==> config.mk <==
export PLATFORM = sky130hd
export DESIGN_NAME = kfli_ctrl
export DESIGN_NICKNAME = d
export VERILOG_FILES = /design/src/rtl/kfli_pkg.sv /design/src/rtl/kfli_ctrl.sv
export SDC_FILE = /design/constraint.sdc
export NUM_CORES = 1
export LEC_CHECK = 0
export BUFFER_PORTS_ARGS = -buffer_cell sky130_fd_sc_hd__buf_2
export CORE_ASPECT_RATIO = 0.75
export CORE_MARGIN = 3
export CORE_UTILIZATION = 45
export DETAILED_ROUTE_END_ITERATION = 10
export GPL_TIMING_DRIVEN = 0
export MAX_ROUTING_LAYER = met4
export PLACE_DENSITY = 0.76
export RECOVER_POWER = 25
export SYNTH_ARGS = -nofsm -noshare
export SYNTH_HDL_FRONTEND = slang
export SYNTH_SLANG_ARGS = --single-unit
==> constraint.sdc <==
create_clock -name clk -period 3.05 [get_ports clk]
set_clock_uncertainty 0.15 [all_clocks]
set_input_delay 0.1525 -clock clk [delete_from_list [all_inputs] [get_ports clk]]
set_output_delay 0.1525 -clock clk [all_outputs]
set_load 0.03 [all_outputs]
==> src/rtl/kfli_pkg.sv <==
// Shared types and constants for the keyframe linear interpolator.
`default_nettype none
package kfli_pkg;

  // Default table depth and fraction width of the blend factor.
  localparam int MAX_KEYS_DEF      = 64;
  localparam int FRACTION_BITS_DEF = 16;

  // Key count register.
  localparam int                  KEY_COUNT_W   = 7;
  localparam logic [KEY_COUNT_W-1:0] KEY_COUNT_RST = 7'd1;

  // Input commands.
  localparam logic CMD_WRITE = 1'b0;
  localparam logic CMD_EVAL  = 1'b1;

  // Value components, processed one at a time by the shared multiplier.
  localparam logic [1:0] COMP_X = 2'd0;
  localparam logic [1:0] COMP_Y = 2'd1;
  localparam logic [1:0] COMP_Z = 2'd2;

  typedef struct packed {
    logic               command;
    logic [5:0]         key_index;
    logic [31:0]        key_time;
    logic signed [31:0] key_x;
    logic signed [31:0] key_y;
    logic signed [31:0] key_z;
    logic [31:0]        query_time;
  } in_item_t;

  typedef struct packed {
    logic signed [31:0] out_x;
    logic signed [31:0] out_y;
    logic signed [31:0] out_z;
    logic [5:0]         segment_index;
    logic [16:0]        blend_factor;
  } out_item_t;

  // Controller to datapath commands.
  typedef struct packed {
    logic       key_wr;
    logic       load_query;
    logic       factor_clear;
    logic       cap_t1;
    logic       div_init;
    logic       div_step;
    logic       seg_cap;
    logic       cap_s;
    logic       cap_e;
    logic       mul;
    logic       add;
    logic [1:0] comp;
    logic       load_out;
  } dp_cmd_t;

  // Datapath to controller status.
  typedef struct packed {
    logic q_lt_time;
    logic need_div;
  } dp_stat_t;

endpackage
`default_nettype wire

==> src/rtl/kfli_ctrl.sv <==
// Sequencing state machine for key writes and query evaluation.
`default_nettype none
module kfli_ctrl #(
  parameter int MAX_KEYS      = kfli_pkg::MAX_KEYS_DEF,
  parameter int FRACTION_BITS = kfli_pkg::FRACTION_BITS_DEF,
  localparam int IW = $clog2(MAX_KEYS),
  localparam int DW = $clog2(FRACTION_BITS)
) (
  input  wire logic                               clk,
  input  wire logic                               rst,
  input  wire logic                               in_valid,
  output      logic                               in_stall,
  input  wire logic                               in_command,
  output      logic                               out_valid,
  input  wire logic                               out_stall,
  input  wire logic                               cfg_wr_en,
  input  wire logic [kfli_pkg::KEY_COUNT_W-1:0]   cfg_wr_data,
  output      kfli_pkg::dp_cmd_t                  cmd,
  output      logic [IW-1:0]                      raddr,
  input  wire kfli_pkg::dp_stat_t                 stat
);

  localparam int NW = IW + 1;
  localparam int CW = (NW > kfli_pkg::KEY_COUNT_W) ? NW : kfli_pkg::KEY_COUNT_W;

  localparam logic [3:0] S_IDLE = 4'd0;
  localparam logic [3:0] S_SRD  = 4'd1;
  localparam logic [3:0] S_SCMP = 4'd2;
  localparam logic [3:0] S_T1   = 4'd3;
  localparam logic [3:0] S_T2   = 4'd4;
  localparam logic [3:0] S_DIVI = 4'd5;
  localparam logic [3:0] S_DIV  = 4'd6;
  localparam logic [3:0] S_VRD0 = 4'd7;
  localparam logic [3:0] S_VRD1 = 4'd8;
  localparam logic [3:0] S_VCAP = 4'd9;
  localparam logic [3:0] S_MUL  = 4'd10;
  localparam logic [3:0] S_ADD  = 4'd11;
  localparam logic [3:0] S_DONE = 4'd12;

  logic [3:0]                       state, state_next;
  logic [kfli_pkg::KEY_COUNT_W-1:0] key_count;
  logic [NW-1:0]                    n, n_next;
  logic [IW-1:0]                    idx, idx_next;
  logic [DW-1:0]                    dcnt, dcnt_next;
  logic [1:0]                       comp, comp_next;
  logic                             out_valid_next;
  logic                             in_accept;
  logic [IW-1:0]                    idx_inc;
  logic [CW-1:0]                    kc_ext;
  logic [NW-1:0]                    n_calc;

  assign in_stall  = (state != S_IDLE);
  assign in_accept = in_valid && !in_stall;
  assign idx_inc   = idx + IW'(1);
  assign kc_ext    = CW'(key_count);

  // Clamp the key count into one to the table depth.
  always_comb begin
    if (kc_ext == '0) begin
      n_calc = NW'(1);
    end else if (kc_ext > CW'(MAX_KEYS)) begin
      n_calc = NW'(MAX_KEYS);
    end else begin
      n_calc = NW'(kc_ext);
    end
  end

  always_comb begin
    state_next     = state;
    n_next         = n;
    idx_next       = idx;
    dcnt_next      = dcnt;
    comp_next      = comp;
    cmd            = '0;
    cmd.comp       = comp;
    raddr          = idx;
    out_valid_next = out_valid && out_stall;
    case (state)
      S_IDLE: begin
        if (in_accept) begin
          if (in_command == kfli_pkg::CMD_WRITE) begin
            cmd.key_wr = 1'b1;
          end else begin
            cmd.load_query = 1'b1;
            n_next         = n_calc;
            idx_next       = '0;
            if (n_calc == NW'(1)) begin
              cmd.factor_clear = 1'b1;
              state_next       = S_VRD0;
            end else begin
              state_next = S_SRD;
            end
          end
        end
      end
      S_SRD: begin
        raddr      = idx_inc;
        state_next = S_SCMP;
      end
      S_SCMP: begin
        if (stat.q_lt_time) begin
          state_next = S_T1;
        end else if (NW'(idx_inc) == n - NW'(1)) begin
          idx_next   = '0;
          state_next = S_T1;
        end else begin
          idx_next   = idx_inc;
          state_next = S_SRD;
        end
      end
      S_T1: begin
        state_next = S_T2;
      end
      S_T2: begin
        raddr      = idx_inc;
        cmd.cap_t1 = 1'b1;
        state_next = S_DIVI;
      end
      S_DIVI: begin
        cmd.div_init = 1'b1;
        dcnt_next    = '0;
        state_next   = stat.need_div ? S_DIV : S_VRD0;
      end
      S_DIV: begin
        cmd.div_step = 1'b1;
        dcnt_next    = dcnt + DW'(1);
        if (dcnt == DW'(FRACTION_BITS - 1)) begin
          state_next = S_VRD0;
        end
      end
      S_VRD0: begin
        cmd.seg_cap = 1'b1;
        state_next  = S_VRD1;
      end
      S_VRD1: begin
        raddr      = idx_inc;
        cmd.cap_s  = 1'b1;
        state_next = S_VCAP;
      end
      S_VCAP: begin
        cmd.cap_e  = 1'b1;
        comp_next  = kfli_pkg::COMP_X;
        state_next = S_MUL;
      end
      S_MUL: begin
        cmd.mul    = 1'b1;
        state_next = S_ADD;
      end
      S_ADD: begin
        cmd.add = 1'b1;
        if (comp == kfli_pkg::COMP_Z) begin
          state_next = S_DONE;
        end else begin
          comp_next  = comp + 2'd1;
          state_next = S_MUL;
        end
      end
      S_DONE: begin
        if (!out_valid || !out_stall) begin
          cmd.load_out   = 1'b1;
          out_valid_next = 1'b1;
          state_next     = S_IDLE;
        end
      end
      default: begin
        state_next = S_IDLE;
      end
    endcase
  end

  always_ff @(posedge clk) begin
    if (rst) begin
      state     <= S_IDLE;
      out_valid <= 1'b0;
      key_count <= kfli_pkg::KEY_COUNT_RST;
    end else begin
      state     <= state_next;
      out_valid <= out_valid_next;
      if (cfg_wr_en) begin
        key_count <= cfg_wr_data;
      end
    end
  end

  always_ff @(posedge clk) begin
    n    <= n_next;
    idx  <= idx_next;
    dcnt <= dcnt_next;
    comp <= comp_next;
  end

endmodule
`default_nettype wire

; Word level (Yosys, flattened, before mapping)
; Cells that the tools add are included.
[totals]
wordCells = 89
out_inout_bits = 22
input_bits = 15
ff_bits = 31
[classes]
eq_ne = 22
n_lt_le_gt_ge = 1
n_mux = 38
addsub = 4
reduce_logical = 17
[op_table]
columns = cell, n
row1 = 4-bit case mux with 13 select lines, 1
row2 = 6-bit two-way mux, 5
row3 = 4-bit == test (second input constant), 6
row4 = 4-bit by 3-bit == test with 1-bit output (second input constant), 4
row5 = 4-bit two-way mux, 4
row6 = 1-bit two-way mux, 15
row7 = 7-bit two-way mux, 2
row8 = 3-bit two-way mux, 4
row9 = 2-bit inequality test (second input constant), 6
row10 = 6-bit case mux with 2 select lines, 1
row11 = 4-bit by 2-bit == test with 1-bit output (second input constant), 2
row12 = 2-bit two-way mux, 4
row13 = 4-bit case mux with 2 select lines, 1
row14 = 4-bit AND reduction, 2
row15 = 6-bit by 7-bit == test with 1-bit output, 1
row16 = 7-bit by 1-bit == test with 1-bit output (second input constant), 1
row17 = 7-bit > comparator (second input constant), 1
row18 = 7-bit logical NOT, 1
row19 = 7-bit by 1-bit subtractor with 7-bit output (second input constant), 1
row20 = 6-bit by 1-bit adder with 6-bit output (second input constant), 1
row21 = 2-bit nonzero test, 3
row22 = 4-bit by 1-bit adder with 4-bit output (second input constant), 1
row23 = 4-bit by 1-bit == test with 1-bit output (second input constant), 1
row24 = 4-bit logical NOT, 1
row25 = 10 further kinds, 13

; Longest topological paths before layout
; Gate-level depths: netlist of run 1.
[logic_depth]
ltp_word = 8
mapped_depth = 7
depth_no_buf = 7

; Worst setup path before layout of run 1
; OpenSTA, ideal clock, no wires.
[synth_timing]
path_kind = reg-to-reg
start = reg n[2]
end = reg idx[5], data pin
required_time_ns = 2.624
setup_ns = 0.276
t_arrival_ns = 1.944
path_stages_with_launch = 6
path_buffers = 0
setup_slack_ns = 0.680
synth_period_minus_slack_ns = 2.370
path_cell_list = edfxtp_1 -> or3_1 -> or4_1 -> a22o_1 -> a2111oi_4 -> a211oi_1
[synth_between]
elab_chain_cells = 5
[synth_rtl]
columns = item, line
row1 = from (decl), kfli_ctrl.sv:42  ; logic [NW-1:0] n, n_next;
row2 = from (signal assigned), kfli_ctrl.sv:186  ; n <= n_next;
row3 = 7-bit by 1-bit subtractor with 7-bit output, kfli_ctrl.sv:103  ; end else if (NW'(idx_inc) == n - NW'(1)) begin
row4 = 6-bit by 7-bit == test with 1-bit output, kfli_ctrl.sv:103
row5 = 6-bit two-way mux, kfli_ctrl.sv:103
row6 = 6-bit two-way mux, kfli_ctrl.sv:101  ; if (stat.q_lt_time) begin
row7 = 6-bit case mux with 2 select lines, kfli_ctrl.sv:78  ; case (state)
row8 = to (signal assigned), kfli_ctrl.sv:187  ; idx <= idx_next;
row9 = to (decl), kfli_ctrl.sv:43  ; logic [IW-1:0] idx, idx_next;
; Every way passes these cells. The select of a mux whose other input is x is not followed.
; A chain may end at the register's enable or synchronous reset.

; Worst setup path after layout of run 1
[layout_timing]
start = reg state[2]
end = out raddr[5]
[layout_between]
elab_chain_cells = 3
elab_cells_between_ends = 5
classes_between = 3 x eq/ne / 1 x mux / 1 x reduce/logical
[layout_rtl]
columns = item, line
row1 = from (decl), kfli_ctrl.sv:40  ; logic [3:0] state, state_next;
row2 = from (signal assigned), kfli_ctrl.sv:177  ; state <= state_next;
row3 = "4-bit == test, or another cell as far along", kfli_ctrl.sv:78
row4 = 3-bit OR reduction (no source line) (*), -
row5 = 6-bit two-way mux (*), kfli_ctrl.sv:78
row6 = to (decl), kfli_ctrl.sv:19  ; output logic [IW-1:0] raddr,
; Mark *: on every way between the ends. The rest lies on a longest branch, timed or not.

==> results of run 1 <==
power breakdown:
| group | total (mW) | internal, mW | switching [mW] | leakage [nW] |
|---|---|---|---|---|
| registers | 0.555 | 0.511 | 0.0440 | 0.272 |
| logic | 0.631 | 0.221 | 0.410 | 0.608 |
| clock network | 0.372 | 0.210 | 0.162 | 0.0563 |
cell usage after synthesis:
cell	n	area, µm²
nor2_1	23	86.3
edfxtp_1	19	571
nand2_1	15	56.3
dfxtp_1	12	240
inv_1	11	41.3
nor2b_1	10	62.6
xnor2_1	10	87.6
nor3_1	9	45.0
xor2_1	9	78.8
clkbuf_1	8	30.0
a21oi_1	7	35.0
nand3_1	7	35.0
mux2i_1	6	60.1
and3_1	5	31.3
ha_1	4	50.1
nand4_1	4	25.0
nand2b_1	3	18.8
o21ai_0	3	15.0
o31ai_1	3	22.5
or4_1	3	22.5
a211oi_1	2	15.0
a22o_1	2	17.5
buf_2	2	10.0
nor3b_1	2	15.0
o211ai_1	2	15.0
o21a_1	2	15.0
or2_1	2	12.5
a2111oi_1	1	10.0
a2111oi_4	1	27.5
a211oi_2	1	12.5
a21o_1	1	7.51
a221o_1	1	10.0
a31oi_1	1	6.26
buf_1	1	3.75
mux2_1	1	11.3
nor4_1	1	6.26
o2111ai_1	1	8.76
o21ai_1	1	5.00
o41ai_1	1	8.76
or3_1	1	6.26
or3_2	1	7.51
layer usage:
metal	part of all wire (%)	vias to the layer above	GRT usage (%)
met1	50	723	24.4
met2	44	40	28.8
met5	0	-	-
li1	-	805	-
met3	4.7	6	3.51
met4	1.2	0	5.78
cells by family after synthesis:
group,synth area share [%]
muxes,3.86
DFF,43.9
AOI/OAI and AO/OA,12.5
xor gates and xnor gates,9.02
buffers and inverters,4.61
adders and majority gates,2.71
and+or+nand+nor,23.3
sequential cells by signal (all words and copies together), names as in the netlist:
| signal | flops |
|---|---|
| kc_ext | 7 |
| n | 7 |
| idx | 6 |
| dcnt | 4 |
| state | 4 |
| comp | 2 |
| out_valid | 1 |
area by class of cell:
cell class | count | share of cell area [%]
Sequential cell | 31 | 35.7
Timing Repair Buffer | 43 | 11.0
Clock inverter | 2 | 0.607
Inverter | 11 | 1.82
Clock buffer | 6 | 4.14
Multi-Input combinational cell | 146 | 41.9
Buffer | 11 | 1.93
Tap cell | 52 | 2.87
how the worst max path moves through the flow:
stage	start	endpoint	slack [ns]	cells past startpoint
floorplan	n[2]	idx[5]	0.68	5
global placement	n[2]	idx[5]	0.56	5
detailed placement	n[2]	idx[0]	0.55	5
CTS	state[2]	raddr[5]	0.38	7
global route	state[2]	raddr[4]	0.19	7
finish	state[2]	raddr[5]	0.41	7
worst reg2reg max path, stage by stage, from the launching register on:
cell,delay (ns)
edfxtp_1,0.45
or3_1,0.41
or4_1,0.43
a22o_1,0.26
a2111oi_4,0.47
nor3_1,0.10
==> impl_metrics.ini, run 1 <==
[outcome]
outcome = completed

[synth]
yosysWarnings = 0
netlist_area_um2 = 1850
postSynthAreaPerCell_um2 = 9.27
yosysSeqAreaShare_pct = 43.9
synth_nets = 218
synth_cell_types = 41
ys_ff_latch = 31
synth_cells = 199

[timing]
fmax_ghz = 0.378
finalCritPeriodShare_pct = 86.7
max_slew_margin_pct = 57.2
fin_setup_tns_ns = 0
hold_viol = 0
max_slew.worst_pin.slew_ns = 0.637
worst_slack_ns = 0.406
setup_violations = 0
rsz0062_at_grt = false
holdWs_ns = 0.0213
period_minus_slack_ns = 2.64
drv_slew = 0

[floorplan]
die_area_um2 = 4910
rows = 19
core_region_area_um2 = 3800
initial_core_util_pct = 48.5
ioPinCount = 37
die_h_um = 61.5
die_w_um = 79.9

[flow_run]
cap_violations = 0

[global_routing]
grt_overflow = 0
track_usage_pct = 18.4
grt_pass1_wl_um = 6760
grt_max_degree = 12
grt_pass1_vias = 1482
antenna_found_initial = 0

[worst_setup_path]
endpoint_kind = primary output
arrival_ns = 2.34
timing.rr.start = n[2]
reg2reg_depth = 5
worstSetupPathType = flop to primary output
critPathRequiredTime_ns = 2.75
crit_path_start_kind = flop
r2r_end = idx[0]
critPathBufInv = 2
cpPeakStageDelay_ns = 0.48
crit_chain = clkbuf_1 > nor2b_1 > nor3_1 > a211oi_2 > nand4_1 > xnor2_1 > buf_2
r2r_slack_ns = 0.51
crit_family = simple AND/OR/NAND/NOR gates
cp_max_fo = 10
critPathSlowestCell = a211oi_2

[worst_hold_path]
hp-class = input pin to flop
hold_depth = 3
min_from = out_stall
min_to = out_valid

[route]
num_vias = 1574
wl_um = 3970
ant_nets = 0
route.detailed.drc = 0
drt_first_pass_iters = 4
wl_per_cell_um = 13.2
drt_iter0_markers = 107
via_per_inst = 5.21

[placement]
gp_congestion = 0.805
dp.cells = 286
placed_area_um2 = 2090
pre_cts_ws_ns = 0.549
post-dp-hpwl_um = 2940
portBuffers = 35

[clocking]
cts-buffers-inserted = 5
cts_tree = done
cts_num_sinks = 31
htree_levels = 2
clk_latency_ns = 0.29
clk_path_buf_depth = 2
cts.reportedPaths.clkPinSlew_ns = 0.06
post_cts_resize_count = 0
hold_buffers = 8
postCtsSetupRepairBufs = 0
cts-root-buf = clkbuf_8

[layout]
n_fill_cell = 348
fin_area_um2 = 2270
utilization_pct = 59.6
multi_input_area_um2 = 950
final_nets = 268
ff_latch_area_um2 = 811
drive_gt1_share_pct = 17.6
final_common_cell = buf_2
instances_no_fill = 302
final_cell_mix = 33 x buf_2, 23 x nor2_1, 19 x edfxtp_1
area_growth_pct = 22.9
antenna_cells = 0

[power]
power_leakage_nw = 0.937
powerDensity_nw_per_um2 = 687
ir_worst_vdd_mv = 0.572
power_mw = 1.56
(Power assumes the default switching activity.)
==> inputs of run 2 (changes only) <==
HOLD_SLACK_MARGIN = 0.08   (was not set)
==> run 2 against run 1 <==
  * Non-clock buffer count grew 2
  * Sequential power is essentially flat
  * Combinational power is essentially flat
  * Critical path type unchanged
  * Via count grew 1.1%
  * Core utilization grew 0.53 points
  * Clock power is essentially flat
  * Sequential share of layout area shrank 0.31 points
  * Final cell count grew 0.66%
  * Count of clock-buffer cells in the layout is the same
  * Critical path depth is the same
  * First-iteration DRC count grew 10%
==> impl_metrics.ini, run 2 (same netlist as run 1, synthesis figures left out) <==
[layout]
utilization_pct = 60.2
final_common_cell = buf_2
fin_area_um2 = 2290
drive_gt1_share_pct = 17.5
instances_no_fill = 304
antenna_cells = 0
final_cell_mix = 33 x buf_2, 23 x nor2_1, 19 x edfxtp_1
area_growth_pct = 24.0
final_nets = 270

[timing]
drv_slew = 0
setup_violations = 0
fin_setup_tns_ns = 0
max_slew.worst_pin.slew_ns = 0.635
period_minus_slack_ns = 2.65
rsz0062_at_grt = false
fmax_ghz = 0.378
finalCritPeriodShare_pct = 86.8
max_slew_margin_pct = 57.3
hold_viol = 0

[worst_setup_path]
worstSetupPathType = flop to primary output
cp_max_fo = 10
crit_path_start_kind = flop
timing.rr.start = n[2]
r2r_end = idx[0]
arrival_ns = 2.35
endpoint_kind = primary output
reg2reg_depth = 5
critPathRequiredTime_ns = 2.75
r2r_slack_ns = 0.52
crit_path_start = state[2]

[power]
ir_worst_vdd_mv = 0.542
powerDensity_nw_per_um2 = 683
power_leakage_nw = 0.945
power_mw = 1.56

[floorplan]
rows = 19
die_h_um = 61.5
die_w_um = 79.9
die_area_um2 = 4910
ioPinCount = 37
core_region_area_um2 = 3800
initial_core_util_pct = 48.5

[clocking]
cts.reportedPaths.clkPinSlew_ns = 0.07
cts_num_sinks = 31
cts-buffers-inserted = 5
cts-root-buf = clkbuf_8
post_cts_resize_count = 0
clk_path_buf_depth = 2
clk_latency_ns = 0.29
htree_levels = 2
cts_tree = done

[route]
num_vias = 1592
wl_per_cell_um = 13.3
drt_iter0_markers = 118
drt_first_pass_iters = 4
via_per_inst = 5.24
route.detailed.drc = 0
wl_um = 4050
ant_nets = 0

[global_routing]
grt_max_degree = 12
track_usage_pct = 18.7
grt_pass1_vias = 1499
grt_overflow = 0
grt_pass1_wl_um = 6860
antenna_found_initial = 0

[flow_run]
cap_violations = 0

[worst_hold_path]
min_to = kc_ext[0]
hold_depth = 3
min_from = cfg_wr_en
hp-class = input pin to flop

[placement]
placed_area_um2 = 2090
dp.cells = 286
portBuffers = 35
post-dp-hpwl_um = 2940
gp_congestion = 0.805

[outcome]
outcome = completed
## run 2: cell count changes in the layout (fill, tap and decap cells not counted)
cell           previous run  this run
dlygate4sd3_1             8        10
## run 2: per-stage QoR
| step | hold slack [ns] | setup WS (ns) |
|---|---|---|
| global placement | 0.228 | 0.561 |
| CTS | 0.176 | 0.378 |
| global route | 0.241 | 0.191 |
| floorplan | 0.133 | 0.680 |
| finish | 0.171 | 0.402 |
| detailed placement | 0.224 | 0.549 |
## run 2: where the power goes
group,internal (mW),leakage (nW),switching (mW)
Combinational,0.223,0.617,0.410
Sequential,0.511,0.272,0.0440
Clock,0.210,0.0563,0.165
Total,0.944,0.945,0.619
## run 2: repair_timing
action                    CTS  global route
hold endpoints to repair   10             0
hold buffers               10             0
setup buffers               0             0
## run 2: layout make-up
| cell class | count | area (µm²) |
|---|---|---|
| fill | 345 | 1520 |
| multi-input combinational | 146 | 950 |
| sequential | 31 | 811 |
| timing repair buffer | 45 | 270 |
| clock buffer | 6 | 93.8 |
| tap | 52 | 65.1 |
| buffer | 11 | 43.8 |
| inverter | 11 | 41.3 |
| clock inverter | 2 | 13.8 |
## run 2: worst max-delay path by stage
stage               endpoint  slack [ns]  cells past startpoint
finish              raddr[5]        0.40                      7
global placement      idx[5]        0.56                      5
CTS                 raddr[5]        0.38                      7
floorplan             idx[5]        0.68                      5
global route        raddr[4]        0.19                      7
detailed placement    idx[0]        0.55                      5
## run 2: layer usage
layer / global-route usage (%) / share of wire (%)
met3: 3.51 / 4.9
met1: 24.3 / 49
met5: - / 0
met4: 5.78 / 1.2
met2: 30.0 / 45
## run 2: worst max-delay path: stages, from the launching register on
cell      delay (ns)
dfxtp_1         0.32
clkbuf_1        0.30
nor2b_1         0.30
nor3_1          0.10
a211oi_2        0.48
nand4_1         0.19
xnor2_1         0.16
buf_2           0.21
==> inputs of run 3 (changes only) <==
clock period = 2.73 ns   (was 3.05 ns; I/O delays follow)
==> run 3 against run 2 <==
  * Critical path type is now flop to flop
  * Hold slack got worse by 0.014 ns
  * Design area is 0.66% higher
  * Power grew 13%
  * Wire length down 0.25%
==> impl_metrics.ini, run 3 (same netlist as run 1, synthesis figures left out) <==
[outcome]
outcome = completed

[floorplan]
die_h_um = 61.5
rows = 19
die_w_um = 79.9
core_region_area_um2 = 3800
die_area_um2 = 4910
initial_core_util_pct = 48.5
ioPinCount = 37

[layout]
drive_gt1_share_pct = 18.1
instances_no_fill = 306
n_fill_cell = 344
final_common_cell = buf_2
utilization_pct = 60.6
fin_area_um2 = 2300
antenna_cells = 0
final_cell_mix = 33 x buf_2, 23 x nor2_1, 19 x edfxtp_1
final_nets = 272
area_growth_pct = 24.8

[worst_hold_path]
hp-class = input pin to flop
min_from = cfg_wr_en
min_to = kc_ext[0]
hold_depth = 3

[worst_setup_path]
endpoint_kind = flop
critPathRequiredTime_ns = 2.60
crit_chain = or3_1 > or4_1 > a22o_1 > a2111oi_4 > nor3_1
crit_family = simple AND/OR/NAND/NOR gates
r2r_end = idx[0]
critPathSlowestCell = a2111oi_4
timing.rr.start = n[2]
cpPeakStageDelay_ns = 0.47
reg2reg_depth = 5
r2r_slack_ns = 0.20
arrival_ns = 2.41
critPathBufInv = 0
cp_max_fo = 6
crit_path_start = n[2]
crit_path_start_kind = flop
worstSetupPathType = flop to flop

[clocking]
cts_num_sinks = 31
htree_levels = 2
cts_tree = done
cts.reportedPaths.clkPinSlew_ns = 0.07
post_cts_resize_count = 0
clk_path_buf_depth = 2
clk_latency_ns = 0.29
cts-root-buf = clkbuf_8
cts-buffers-inserted = 5

[power]
powerDensity_nw_per_um2 = 767
power_leakage_nw = 0.956
ir_worst_vdd_mv = 0.597
power_mw = 1.77

[global_routing]
grt_pass1_vias = 1499
track_usage_pct = 18.7
grt_max_degree = 12
antenna_found_initial = 0
grt_pass1_wl_um = 6860
grt_overflow = 0

[timing]
setup_violations = 0
drv_slew = 0
worst_slack_ns = 0.197
max_slew_margin_pct = 56.7
max_slew.worst_pin.slew_ns = 0.645
rsz0062_at_grt = false
fmax_ghz = 0.395
fin_setup_tns_ns = 0
finalCritPeriodShare_pct = 92.8
period_minus_slack_ns = 2.53
hold_viol = 0
holdWs_ns = 0.157

[route]
via_per_inst = 5.21
ant_nets = 0
wl_um = 4040
wl_per_cell_um = 13.2
route.detailed.drc = 0
num_vias = 1595
drt_iter0_markers = 114
drt_first_pass_iters = 4

[placement]
dp.cells = 286
placed_area_um2 = 2090
post-dp-hpwl_um = 2940
gp_congestion = 0.805
portBuffers = 35
pre_cts_ws_ns = 0.229

[flow_run]
cap_violations = 0
[run 3: worst register-to-register path, stage by stage (launching register included)]
cell       delay [ns]
edfxtp_1         0.45
or3_1            0.41
or4_1            0.43
a22o_1           0.26
a2111oi_4        0.47
nor3_1           0.10
[run 3: power by group]
group          switching, mW  total, mW  internal, mW
Combinational          0.462      0.729         0.267
Sequential            0.0490      0.620         0.571
Clock                  0.183      0.418         0.235
[run 3: timing repair]
item / 4_1_cts / 5_1_grt
setup buffers: 0 / 2
setup endpoints to repair: 0 / 5
hold buffers: 10 / 0
endpoints found under the hold margin: 10 / 0
[run 3: worst max path at each step]
stage                to  slack, ns  depth (start not counted)
2_1_floorplan    idx[5]       0.36                          5
3_3_place_gp     idx[5]       0.24                          5
3_5_place_dp     idx[0]       0.23                          5
4_1_cts        raddr[5]       0.07                          7
5_1_grt          idx[0]       0.04                          5
6_report         idx[0]       0.20                          5
[run 3: cell type report]
class / count / area (µm²) / area share (%)
clock buffers: 6 / 93.8 / 4.07
clock inverters: 2 / 13.8 / 0.598
multi-input cells: 146 / 950 / 41.2
flip-flops and latches: 31 / 811 / 35.2
inverters: 11 / 41.3 / 1.79
well taps: 52 / 65.1 / 2.82
plain buffers: 11 / 43.8 / 1.90
repair buffers: 47 / 285 / 12.4
[run 3: per-layer routing]
layer / up-vias / share of wire (%) / track usage (%)
met4: 0 / 1.2 / 5.78
met2: 42 / 45 / 30.0
met3: 6 / 5.1 / 3.51
li1: 814 / - / -
met5: - / 0 / -
met1: 733 / 49 / 24.3
